<file path="src/ptdm_pkg.sv">
`default_nettype none

package ptdm_pkg;

    localparam int MAX_TASKS_DEF  = 8;
    localparam int TICK_WIDTH_DEF = 16;
    localparam int FIELD_W        = 16;
    localparam int MASK_W         = 8;
    localparam int TIME_W         = 32;
    localparam int IDX_IN_W       = 3;
    localparam int CFG_W          = 4;
    localparam int IN_DATA_W      = 72;
    localparam int OUT_DATA_W     = 56;

    typedef enum logic [1:0] {
        FUNC_TICK   = 2'd0,
        FUNC_LOAD   = 2'd1,
        FUNC_START  = 2'd2,
        FUNC_STATUS = 2'd3
    } func_t;

    typedef enum logic [1:0] {
        ST_IDLE,
        ST_RUN,
        ST_FLUSH
    } state_t;

    typedef struct packed {
        logic accept;
        logic step;
        logic finish;
    } seq_ctrl_t;

endpackage

`default_nettype wire

</file>
<file path="src/ptdm_task_alu.sv">
`default_nettype none

module ptdm_task_alu #(
    parameter int TICK_WIDTH = ptdm_pkg::TICK_WIDTH_DEF
) (
    input  wire logic                  do_update,
    input  wire logic                  credit,
    input  wire logic [31:0]           time_now,
    input  wire logic [TICK_WIDTH-1:0] offset,
    input  wire logic [TICK_WIDTH-1:0] period,
    input  wire logic [TICK_WIDTH-1:0] deadline,
    input  wire logic [TICK_WIDTH-1:0] budget,
    input  wire logic [TICK_WIDTH-1:0] used_cur,
    input  wire logic [TICK_WIDTH:0]   dl_cur,
    input  wire logic [TICK_WIDTH-1:0] rel_cur,
    output logic      [TICK_WIDTH-1:0] used_new,
    output logic      [TICK_WIDTH:0]   dl_new,
    output logic      [TICK_WIDTH-1:0] rel_new,
    output logic                       ready_bit,
    output logic                       miss_bit
);

    import ptdm_pkg::*;

    logic [TICK_WIDTH-1:0] used_cred;

    always_comb
    begin
        used_cred = used_cur;
        if (credit && (used_cur != {TICK_WIDTH{1'b1}}))
        begin
            used_cred = used_cur + TICK_WIDTH'(1);
        end

        used_new = used_cred;
        dl_new   = dl_cur;
        rel_new  = rel_cur;
        miss_bit = 1'b0;

        if (do_update)
        begin
            if (dl_cur != '0)
            begin
                dl_new = dl_cur - (TICK_WIDTH + 1)'(1);
            end
            else if (used_cred != budget)
            begin
                miss_bit = 1'b1;
                used_new = budget;
            end

            if (rel_cur != '0)
            begin
                rel_new = rel_cur - TICK_WIDTH'(1);
            end
            else
            begin
                used_new = '0;
                rel_new  = (period != '0) ? period - TICK_WIDTH'(1) : '0;
                dl_new   = (deadline != '0) ? {1'b0, deadline - TICK_WIDTH'(1)} : '0;
            end
        end

        ready_bit = (time_now >= TIME_W'(offset)) && (used_new < budget);
    end

endmodule

`default_nettype wire

</file>
<file path="src/ptdm_seq.sv">
`default_nettype none

module ptdm_seq #(
    parameter int  MAX_TASKS = ptdm_pkg::MAX_TASKS_DEF,
    localparam int IDX_W     = (MAX_TASKS > 1) ? $clog2(MAX_TASKS) : 1,
    localparam int CNT_W     = $clog2(MAX_TASKS + 1)
) (
    input  wire logic                clk,
    input  wire logic                rst_n,
    input  wire logic                in_valid,
    input  wire logic                out_free,
    input  wire logic [CNT_W-1:0]    active_n,
    output logic                     in_ready,
    output ptdm_pkg::seq_ctrl_t      ctrl,
    output logic      [IDX_W-1:0]    task_idx
);

    import ptdm_pkg::*;

    state_t            state_reg;
    state_t            state_next;
    logic [IDX_W-1:0]  idx_reg;
    logic [IDX_W-1:0]  idx_next;
    logic              last_task;

    assign last_task = ((32'(idx_reg) + 32'd1) == 32'(active_n));
    assign task_idx  = idx_reg;

    always_comb
    begin
        state_next = state_reg;
        idx_next   = idx_reg;
        unique case (state_reg)
            ST_IDLE:
            begin
                idx_next = '0;
                if (in_valid)
                begin
                    state_next = (active_n == '0) ? ST_FLUSH : ST_RUN;
                end
            end
            ST_RUN:
            begin
                if (last_task)
                begin
                    state_next = ST_FLUSH;
                end
                else
                begin
                    idx_next = idx_reg + IDX_W'(1);
                end
            end
            ST_FLUSH:
            begin
                if (out_free)
                begin
                    state_next = ST_IDLE;
                end
            end
            default:
            begin
                state_next = ST_IDLE;
            end
        endcase
    end

    always_comb
    begin
        in_ready    = 1'b0;
        ctrl.accept = 1'b0;
        ctrl.step   = 1'b0;
        ctrl.finish = 1'b0;
        unique case (state_reg)
            ST_IDLE:
            begin
                in_ready    = 1'b1;
                ctrl.accept = in_valid;
            end
            ST_RUN:
            begin
                ctrl.step = 1'b1;
            end
            ST_FLUSH:
            begin
                ctrl.finish = out_free;
            end
            default:
            begin
                in_ready = 1'b0;
            end
        endcase
    end

    always_ff @(posedge clk or negedge rst_n)
    begin
        if (!rst_n)
        begin
            state_reg <= ST_IDLE;
            idx_reg   <= '0;
        end
        else
        begin
            state_reg <= state_next;
            idx_reg   <= idx_next;
        end
    end

endmodule

`default_nettype wire

</file>
<file path="src/periodic_task_deadline_monitor_unit.sv">
`default_nettype none

// An accepted item steps the single shared task unit through N = min(tasks_in_use, MAX_TASKS) tasks, one task a
// cycle, and its result is then registered at the output once that is free; no new item is taken before that.
// The next item is accepted while a finished result still waits at the output register.
// Reset (rst_n, asynchronous, active low) clears time, the task timers, the used cycle
// counts and tasks_in_use; the task parameter tables stay undefined until loaded.

module periodic_task_deadline_monitor_unit #(
    parameter int MAX_TASKS  = ptdm_pkg::MAX_TASKS_DEF,
    parameter int TICK_WIDTH = ptdm_pkg::TICK_WIDTH_DEF
) (
    input  wire logic                            clk,
    input  wire logic                            rst_n,
    input  wire logic                            cfg_we,
    input  wire logic [ptdm_pkg::CFG_W-1:0]      cfg_wdata,
    input  wire logic                            s_axis_tvalid,
    output logic                                 s_axis_tready,
    // ran_valid, ran_task, entry_index, first_release, task_period,
    // relative_deadline, worst_case_cycles, zero fill.
    input  wire logic [ptdm_pkg::IN_DATA_W-1:0]  s_axis_tdata,
    // func.
    input  wire logic [1:0]                      s_axis_tuser,
    output logic                                 m_axis_tvalid,
    input  wire logic                            m_axis_tready,
    // ready_mask, miss_mask, all_met, now_ticks, zero fill.
    output logic      [ptdm_pkg::OUT_DATA_W-1:0] m_axis_tdata
);

    import ptdm_pkg::*;

    localparam int IDX_W = (MAX_TASKS > 1) ? $clog2(MAX_TASKS) : 1;
    localparam int CNT_W = $clog2(MAX_TASKS + 1);

    logic [CFG_W-1:0]      tasks_in_use_reg;
    logic [CNT_W-1:0]      active_n;

    logic [TICK_WIDTH-1:0] offset_mem   [MAX_TASKS];
    logic [TICK_WIDTH-1:0] period_mem   [MAX_TASKS];
    logic [TICK_WIDTH-1:0] deadline_mem [MAX_TASKS];
    logic [TICK_WIDTH-1:0] budget_mem   [MAX_TASKS];
    logic [TICK_WIDTH-1:0] used_reg     [MAX_TASKS];
    logic [TICK_WIDTH:0]   dl_cnt_reg   [MAX_TASKS];
    logic [TICK_WIDTH-1:0] rel_cnt_reg  [MAX_TASKS];

    logic [TIME_W-1:0]     time_reg;
    logic [TIME_W-1:0]     time_next;
    func_t                 func_reg;
    logic                  ran_valid_reg;
    logic [IDX_IN_W-1:0]   ran_task_reg;
    logic [MASK_W-1:0]     ready_acc_reg;
    logic [MASK_W-1:0]     miss_acc_reg;
    logic                  out_valid_reg;
    logic [OUT_DATA_W-1:0] out_data_reg;

    func_t                 in_func;
    logic                  in_ran_valid;
    logic [IDX_IN_W-1:0]   in_ran_task;
    logic [IDX_IN_W-1:0]   in_entry;
    logic [FIELD_W-1:0]    in_offset;
    logic [FIELD_W-1:0]    in_period;
    logic [FIELD_W-1:0]    in_deadline;
    logic [FIELD_W-1:0]    in_budget;

    seq_ctrl_t             ctrl;
    logic [IDX_W-1:0]      task_idx;
    logic                  out_free;
    logic                  load_wr;
    logic [IDX_W-1:0]      load_idx;
    logic [TICK_WIDTH-1:0] load_offset;
    logic [TICK_WIDTH-1:0] load_deadline;

    logic                  do_update;
    logic                  credit;
    logic [TICK_WIDTH-1:0] used_new;
    logic [TICK_WIDTH:0]   dl_new;
    logic [TICK_WIDTH-1:0] rel_new;
    logic                  ready_bit;
    logic                  miss_bit;
    logic [MASK_W-1:0]     bit_sel;

    assign in_func      = func_t'(s_axis_tuser);
    assign in_ran_valid = s_axis_tdata[0];
    assign in_ran_task  = s_axis_tdata[3:1];
    assign in_entry     = s_axis_tdata[6:4];
    assign in_offset    = s_axis_tdata[22:7];
    assign in_period    = s_axis_tdata[38:23];
    assign in_deadline  = s_axis_tdata[54:39];
    assign in_budget    = s_axis_tdata[70:55];

    assign active_n = (32'(tasks_in_use_reg) > 32'(MAX_TASKS)) ?
                      CNT_W'(MAX_TASKS) : CNT_W'(tasks_in_use_reg);
    assign out_free = !out_valid_reg || m_axis_tready;

    assign load_wr       = ctrl.accept && (in_func == FUNC_LOAD) &&
                           (32'(in_entry) < 32'(MAX_TASKS));
    assign load_idx      = IDX_W'(in_entry);
    assign load_offset   = TICK_WIDTH'(in_offset);
    assign load_deadline = TICK_WIDTH'(in_deadline);

    assign do_update = (func_reg == FUNC_TICK) || (func_reg == FUNC_START);
    assign credit    = (func_reg == FUNC_TICK) && ran_valid_reg &&
                       (32'(ran_task_reg) == 32'(task_idx));
    assign bit_sel   = MASK_W'(1) << task_idx;

    always_comb
    begin
        time_next = time_reg;
        if (ctrl.accept)
        begin
            unique case (in_func)
                FUNC_TICK:   time_next = time_reg + TIME_W'(1);
                FUNC_START:  time_next = '0;
                FUNC_LOAD,
                FUNC_STATUS: time_next = time_reg;
                default:     time_next = time_reg;
            endcase
        end
    end

    ptdm_seq #(
        .MAX_TASKS (MAX_TASKS)
    ) u_seq (
        .clk      (clk),
        .rst_n    (rst_n),
        .in_valid (s_axis_tvalid),
        .out_free (out_free),
        .active_n (active_n),
        .in_ready (s_axis_tready),
        .ctrl     (ctrl),
        .task_idx (task_idx)
    );

    ptdm_task_alu #(
        .TICK_WIDTH (TICK_WIDTH)
    ) u_alu (
        .do_update (do_update),
        .credit    (credit),
        .time_now  (time_reg),
        .offset    (offset_mem[task_idx]),
        .period    (period_mem[task_idx]),
        .deadline  (deadline_mem[task_idx]),
        .budget    (budget_mem[task_idx]),
        .used_cur  (used_reg[task_idx]),
        .dl_cur    (dl_cnt_reg[task_idx]),
        .rel_cur   (rel_cnt_reg[task_idx]),
        .used_new  (used_new),
        .dl_new    (dl_new),
        .rel_new   (rel_new),
        .ready_bit (ready_bit),
        .miss_bit  (miss_bit)
    );

    always_ff @(posedge clk)
    begin
        if (load_wr)
        begin
            offset_mem[load_idx]   <= load_offset;
            period_mem[load_idx]   <= TICK_WIDTH'(in_period);
            deadline_mem[load_idx] <= load_deadline;
            budget_mem[load_idx]   <= TICK_WIDTH'(in_budget);
        end
    end

    always_ff @(posedge clk or negedge rst_n)
    begin
        if (!rst_n)
        begin
            for (int i = 0; i < MAX_TASKS; i++)
            begin
                used_reg[i]    <= '0;
                dl_cnt_reg[i]  <= '0;
                rel_cnt_reg[i] <= '0;
            end
        end
        else if (load_wr)
        begin
            used_reg[load_idx]    <= '0;
            dl_cnt_reg[load_idx]  <= {1'b0, load_offset} + {1'b0, load_deadline};
            rel_cnt_reg[load_idx] <= load_offset;
        end
        else if (ctrl.step)
        begin
            used_reg[task_idx]    <= used_new;
            dl_cnt_reg[task_idx]  <= dl_new;
            rel_cnt_reg[task_idx] <= rel_new;
        end
    end

    always_ff @(posedge clk or negedge rst_n)
    begin
        if (!rst_n)
        begin
            tasks_in_use_reg <= '0;
            time_reg         <= '0;
            out_valid_reg    <= 1'b0;
        end
        else
        begin
            if (cfg_we)
            begin
                tasks_in_use_reg <= cfg_wdata;
            end
            time_reg <= time_next;
            if (ctrl.finish)
            begin
                out_valid_reg <= 1'b1;
            end
            else if (m_axis_tready)
            begin
                out_valid_reg <= 1'b0;
            end
        end
    end

    always_ff @(posedge clk)
    begin
        if (ctrl.accept)
        begin
            func_reg      <= in_func;
            ran_valid_reg <= in_ran_valid;
            ran_task_reg  <= in_ran_task;
            ready_acc_reg <= '0;
            miss_acc_reg  <= '0;
        end
        else if (ctrl.step)
        begin
            ready_acc_reg <= ready_acc_reg | (ready_bit ? bit_sel : '0);
            miss_acc_reg  <= miss_acc_reg | (miss_bit ? bit_sel : '0);
        end
        if (ctrl.finish)
        begin
            out_data_reg <= {7'd0, time_reg, (miss_acc_reg == '0), miss_acc_reg,
                             ready_acc_reg};
        end
    end

    assign m_axis_tvalid = out_valid_reg;
    assign m_axis_tdata  = out_data_reg;

`ifndef SYNTH
    a_busy_after_accept : assert property (@(posedge clk) disable iff (!rst_n)
        (s_axis_tvalid && s_axis_tready) |=> !s_axis_tready)
        else $error("input accepted again before the item was finished");

    a_all_met_consistent : assert property (@(posedge clk) disable iff (!rst_n)
        m_axis_tvalid |-> (m_axis_tdata[16] == (m_axis_tdata[15:8] == 8'd0)))
        else $error("all_met disagrees with miss_mask");

    a_step_in_range : assert property (@(posedge clk) disable iff (!rst_n)
        ctrl.step |-> (32'(task_idx) < 32'(active_n)))
        else $error("task index beyond the tasks in use");
`endif

endmodule

`default_nettype wire

</file>
<file path="config.mk">
export PLATFORM = sky130hd
export DESIGN_NAME = periodic_task_deadline_monitor_unit
export DESIGN_NICKNAME = d
export VERILOG_FILES = /design/src/ptdm_pkg.sv /design/src/ptdm_task_alu.sv /design/src/ptdm_seq.sv /design/src/periodic_task_deadline_monitor_unit.sv
export SDC_FILE = /design/constraint.sdc
export NUM_CORES = 2
export LEC_CHECK = 0
export BUFFER_PORTS_ARGS = -buffer_cell sky130_fd_sc_hd__buf_2
export CELL_PAD_IN_SITES_DETAIL_PLACEMENT = 0
export CELL_PAD_IN_SITES_GLOBAL_PLACEMENT = 1
export CORE_UTILIZATION = 48
export DETAILED_ROUTE_END_ITERATION = 7
export PLACE_DENSITY_LB_ADDON = 0.1
export SLEW_MARGIN = 20
export SYNTH_ARGS = -nofsm -noshare
export SYNTH_HDL_FRONTEND = slang
export SYNTH_SLANG_ARGS = --single-unit
</file>
<file path="constraint.sdc">
create_clock -name clk -period 13.23 [get_ports clk]
set_input_delay 0 -clock clk [delete_from_list [all_inputs] [get_ports clk]]
set_output_delay 0 -clock clk [all_outputs]
set_load 0.01 [all_outputs]
</file>
# [Word level (Yosys, flattened, before mapping)]
# Memories as Yosys holds them, arrays and structs flattened.
# Index checks and enable logic that the tools add are counted.
[classes] add_sub_neg=9 mul=0 div_mod_pow=0 n_lt_le_gt_ge=7 n_eq_ne=14 shift=1 muxes=62 bitwise_logic=7 reduce_logical=26
[ops] op="$mux 128" n=4
[ops] op="$bwmux 128" n=3
[ops] op="$bwmux 136" n=2
[ops] op="$mux 136" n=2
[ops] op="$mux 16" n=15
[ops] op="$and 128x128->128" n=1
[ops] op="$not 128->128" n=1
[ops] op="$mux 17" n=7
[ops] op="$demux 17 s3" n=2
[ops] op="$bmux 16 s3" n=2
[ops] op="$demux 16 s3" n=2
[ops] op="$pmux 32 s2" n=1
[ops] op="$bmux 17 s3" n=1
[ops] op="$reduce_bool 16->1" n=3
[ops] op="$sub 16x1->16 const B" n=3
[ops] op="$add 32x1->32 const B" n=1
[ops] op="$eq 32x4->1" n=1
[ops] op="$ge 32x16->1" n=1
[ops] op="$add 16x16->17" n=1
[ops] op="$reduce_bool 17->1" n=1
[ops] op="$sub 17x1->17 const B" n=1
[ops] op="$add 16x1->16 const B" n=1
[ops] op="$lt 16x16->1" n=1
[ops] op="$mux 8" n=2
[ops] op="other kinds (32)" n=67
[word_totals] regBits=505 latch_bits=0 ramBits=512 romBits=0 input_bits=83 output_inout_bits=58 word_cells=165 n_memories=4
[mem_list] memory="budget_mem" depth=8 width=16 read_ports=1 rd_clocked_by_memory_dff=0 wr=1 line="periodic_task_deadline_monitor_unit.sv:41" text="logic [TICK_WIDTH-1:0] budget_mem [MAX_TASKS];"
[mem_list] memory="deadline_mem" depth=8 width=16 read_ports=1 rd_clocked_by_memory_dff=0 wr=1 line="periodic_task_deadline_monitor_unit.sv:40" text="logic [TICK_WIDTH-1:0] deadline_mem [MAX_TASKS];"
[mem_list] memory="offset_mem" depth=8 width=16 read_ports=1 rd_clocked_by_memory_dff=0 wr=1 line="periodic_task_deadline_monitor_unit.sv:38" text="logic [TICK_WIDTH-1:0] offset_mem [MAX_TASKS];"
[mem_list] memory="period_mem" depth=8 width=16 read_ports=1 rd_clocked_by_memory_dff=0 wr=1 line="periodic_task_deadline_monitor_unit.sv:39" text="logic [TICK_WIDTH-1:0] period_mem [MAX_TASKS];"

# [Logic depth before layout (Yosys ltp)]
[depth] depth_word=16 depth_mapped=31 ltp_nobuf=26

# [Hierarchy]
# A second synthesis with hierarchy kept.
[hier_totals] hier_cells=3282 hier_area_um2=46339.4
[modules_own_cells] module="periodic_task_deadline_monitor_unit" n_inst=1 cells_each=2681 area_each_um2=42403.2
[modules_own_cells] module="ptdm_task_alu" n_inst=1 cells_each=562 area_each_um2=3588.4
[modules_own_cells] module="ptdm_seq" n_inst=1 cells_each=39 area_each_um2=347.8

# [Least setup slack after synthesis]
# No wires, ideal clock.
[synth_path] path_kind="register to register" from="register u_seq.idx_reg[0], in the netlist u_seq.task_idx[0]" to="register ready_acc_reg[0]" setup_time_ns=0.061 t_arrival_ns=6.068 required_time_ns=13.169 slack_ns=7.101 path_stages_with_launch=31 path_buffers=5 synth_period_minus_slack_ns=6.129 path_cell_list="dfrtp_1 > buf_6 > buf_12 > buf_8 > buf_8 > nand2_1 > mux4_2 > and3_1 > inv_1 > ha_1 > inv_1 > a211oi_2 > nand4_1 > xnor2_1 > o32ai_1 > or4b_4 > a2111oi_4 > a311o_2 > buf_6 > nor2_1 > a21oi_4 > inv_1 > ha_1 > and4_1 > a21oi_1 > a21oi_1 > a2111oi_0 > o21a_1 > o311ai_0 > a21oi_4 > a32o_1"
[synth_between] elab_chain_cells=16 word_cells_on_any_way=31
[synth_lines] element="from (decl)" line="ptdm_seq.sv:22" text="logic [IDX_W-1:0] idx_reg;"
[synth_lines] element="from (signal assigned)" line="ptdm_seq.sv:104" text="idx_reg <= idx_next;"
[synth_lines] element="parallel branches: the longest is 14 deep, another holds $add 16x1->16"
[synth_lines] element="$mux 8 *" line="periodic_task_deadline_monitor_unit.sv:228" text="ready_acc_reg <= ready_acc_reg | (ready_bit ? bit_sel : '0);"
[synth_lines] element="$or 8x8->8 *" line="periodic_task_deadline_monitor_unit.sv:228"
[synth_lines] element="to (signal assigned)" line="periodic_task_deadline_monitor_unit.sv:228"
[synth_lines] element="to (decl)" line="periodic_task_deadline_monitor_unit.sv:51" text="logic [MASK_W-1:0] ready_acc_reg;"
# Every way passes the cells marked *. The select of a mux whose other input is x is not followed.
# A chain may end at the register's enable or synchronous reset.

# [Worst setup path in the final report]
[layout_path] from="register u_seq.idx_reg[2], in the netlist u_seq.task_idx[2]" to="register ready_acc_reg[5]"
# The elaborated chain is that of the path after synthesis.

==> flow_summary_export.csv <==
group,metric,value,unit
global_routing,grt_use_total,0.3252,
synthesis,netlist_area,48000,um2
synthesis,syn_avg_cell_area,11.92,um2
global_routing,grt_pass1_wl,241500,um
critical_path,worstPathArrival,9.67,ns
sta,period_share,0.6831,
min_path,hold_class,"in2reg",
final_layout,syn2layout_area_growth,13.12,%
critical_path,max_stage_delay,0.95,ns
critical_path,endpoint_kind,"flip-flop",
power,power.leakage,20.25,nW
synthesis,ys_seq_area_frac,0.5877,
global_routing,grt_pass1_vias,34480,
floorplanning,die_area,101300,um2
critical_path,worstPathMaxFanout,44,
clock_tree,hold_buffers,91,
synthesis,yosysWarnings,0,
synthesis,synth_cells,4025,
critical_path,path_class,"reg2reg",
sta,fin_crit,9.037,ns
final_layout,multiInputGateArea,18350,um2
clock_tree,cts_max_path_buffers,3,
routing,remaining_drc_errors,0,
clock_tree,postCtsSetupRepairBufs,0,
place,place_ws,4.219,ns
final_layout,fillers,8504,
clock_tree,cts_made_buffers,109,
critical_path,cp_slowest_cell,"dfrtp_4",
global_routing,use_met1,0.4427,
clock_tree,clk_latency,0.71,ns
routing,num_vias,35730,
floorplanning,core,98710,um2
synthesis,synth_seq_cells,1017,
global_routing,overflow,0,
critical_path,cp_num_buf_inv,4,
global_routing,gr-max-usage-layer,"met2",
floorplanning,num_io_pins,141,
sta,finalHoldViolations,0,
routing,wl_per_cell,30.15,um
global_routing,antenna_found_initial,2,
routing,wirelength,166700,um
power,ir_worst_vdd,0.0001324,V
final_layout,drive_above_1_share,0.1566,
routing,postRouteAntennaNets,0,
synthesis,synth_edf_count,567,
critical_path,crit_path_start_kind,"flip-flop",
clock_tree,clock_sinks,1017,
flow_run,max_cap_viol_count,0,
clock_tree,clk_pin_slew,0.06,ns
floorplanning,initial_utilization,0.4863,
final_layout,seqCellArea,28220,um2
synthesis,synth_ff_type,"edfxtp_1",
synthesis,ys_types,119,
floorplanning,rows,115,
critical_path,path_cells,"buf_4 -> inv_1 -> buf_4 -> a21oi_1 -> a2111oi_4 -> or4b_4 -> nor3_2 -> o32ai_1 -> or4b_4 -> a2111oi_4 -> a311oi_4 -> nor2_4 -> a2bb2oi_2 -> inv_1 -> ha_1 -> and4_1 -> a21oi_1 -> a21oi_1 -> a2111oi_0 -> o21a_1 -> o311ai_1 -> a21oi_4 -> a32o_1",
sta,clock_skew,0.03176,ns
sta,finalMaxSlewViolations,0,
sta,slew_headroom,0.1669,
routing,drt_iter0_drc,3834,
routing,dr.pass1.iters,6,
clock_tree,clock_tree.root_cell,"clkbuf_16",
sta,fmax,0.1107,GHz
clock_tree,post_cts_resized,0,
critical_path,crit_path_frequent_cell,"a21oi_1",
clock_tree,cts_tree,"yes",
sta,setup_violations,0,
global_routing,grt_util_met2,0.5228,
sta,rsz0062_at_grt,"no",
power,powerDensity,232.9,nW/um2
power,power,12.65,mW
routing,avgViaCountPerCell,6.461,
floorplanning,die_x,318.2,um
final_layout,largest_reg_flops,136,
sta,worst_slack,4.193,ns
critical_path,crit_family,"compound AO/OA/AOI/OAI gates",
place,place_congestion,0.9022,
place,io_buffers,132,
global_routing,grt_start_max_net_pins,91,
run_status,outcome,"completed",
floorplanning,fp.dieH,318.2,um
sta,setup_tns,0,ns
global_routing,use_met3,0.05291,
synthesis,async_reset_ff_frac,0.4267,
critical_path,required,13.87,ns
final_layout,nets,4290,
sta,worst_pin_slew,1.250,ns
place,dpl.hpwl,99370,um
clock_tree,htreeDepth,3,
==> metal layers <==
layer,share of wire,wire (um)
met5,0.00011,18
met3,0.077,12910
met4,0.041,6894
met2,0.47,77710
met1,0.41,69170
==> worst register-to-register path: cells and delay by family, from the launching register on <==
family,cells,cell delay (ns)
AOI/OAI and AO/OA,13,3.53
adders and majority gates,1,0.24
DFF,1,0.95
buffers and inverters,4,1.75
and+or+nand+nor,5,2.51
==> cell usage after synthesis, types with 38 or more instances <==
| master | n | area [um2] |
|---|---|---|
| mux2i_1 | 82 | 820.8 |
| buf_2 | 38 | 190.2 |
| mux4_2 | 71 | 1599 |
| inv_1 | 48 | 180.2 |
| nand3_1 | 132 | 660.6 |
| a22oi_1 | 163 | 1224 |
| nor3_1 | 79 | 395.4 |
| a21oi_1 | 327 | 1637 |
| mux2_2 | 65 | 732.0 |
| clkbuf_1 | 190 | 713.2 |
| and3_1 | 43 | 269.0 |
| nand4_1 | 43 | 269.0 |
| ha_1 | 60 | 750.7 |
| o21ai_1 | 132 | 660.6 |
| dfrtp_1 | 434 | 10860 |
| xor2_1 | 46 | 402.9 |
| edfxtp_1 | 567 | 17030 |
| xnor2_1 | 59 | 516.8 |
| nor2_1 | 290 | 1089 |
| a221oi_1 | 75 | 656.9 |
| nand2_1 | 314 | 1179 |
| o21ai_0 | 142 | 710.7 |
==> kinds of logic (layout without fill, tap and decap cells) <==
| group | after synthesis | count (layout) | synth area share |
|---|---|---|---|
| AOI/OAI and AO/OA | 1171 | 1171 | 0.1657 |
| and+or+nand+nor | 1086 | 1086 | 0.1091 |
| DFF | 1017 | 1017 | 0.5877 |
| buffers and inverters | 359 | 568 | 0.03475 |
| muxes | 224 | 224 | 0.06723 |
| xor gates and xnor gates | 105 | 105 | 0.01916 |
| adders and majority gates | 62 | 62 | 0.01627 |
| other | 1 | 10 | 0.00007813 |
==> report_power, final <==
part	internal (mW)	total (mW)	switching, mW
clock	1.81	3.13	1.32
combinational	1.82	5.22	3.40
sequential	3.93	4.29	0.364
==> placed cells by master, fill, tap and decap left out, types with 29 or more instances in the layout <==
cell type,instances
o21ai_1,132
ha_1,60
dlygate4sd3_1,90
o21ai_0,142
mux2_2,65
xor2_1,46
mux2i_1,82
nand4_1,43
dfrtp_1,431
buf_4,87
a31oi_1,29
mux4_2,71
and3_1,41
buf_2,131
clkinv_2,29
a221oi_1,75
nand2_1,307
nand3_1,126
xnor2_1,57
a22oi_1,163
clkbuf_16,110
nor2_1,285
a21oi_1,327
inv_1,41
edfxtp_1,567
nor3_1,78
==> final timing paths <==
check / cells past startpoint / endpoint / start / slack, ns
worst min-delay path: 2 / ran_task_reg[1]$_DFFE_PP_ / s_axis_tdata[2] / 0.04
worst max-delay path: 23 / ready_acc_reg[5]$_SDFFE_PP0P_ / u_seq.task_idx[2]$_DFFE_PN0P_ / 4.19
min in group asynchronous: 3 / rel_cnt_reg[46]$_DFFE_PN0P_ / rst_n / 0.25
worst min register to register: 0 / m_axis_tdata[2]$_DFFE_PP_ / ready_acc_reg[2]$_SDFFE_PP0P_ / 0.43
worst max register to register: 23 / ready_acc_reg[5]$_SDFFE_PP0P_ / u_seq.task_idx[2]$_DFFE_PN0P_ / 4.19
max in group asynchronous: 5 / rel_cnt_reg[18]$_DFFE_PN0P_ / rst_n / 10.72
==> metrics by stage <==
step                        util  hold slack (ns)  cells  area (um2)
after global routing      0.5500          0.04072   5528       54290
after detailed placement  0.5037          0.08114   5231       49720
after CTS                 0.5500         0.003142   5527       54290
after global placement    0.5036          0.08426   5231       49710
after floorplan                -          -0.2956   4031       48020
final                     0.5501          0.04352   5530       54300
==> area by class of cell <==
cell class / count / share of cell area
repair buffers: 310 / 0.04148
diodes: 3 / 0.0001383
flip-flops and latches: 1017 / 0.5197
multi-input cells: 2655 / 0.3380
well taps: 1287 / 0.02966
inverters: 53 / 0.004079
clock buffers: 137 / 0.05404
clock inverters: 68 / 0.01293
(Power assumes the default switching activity.)
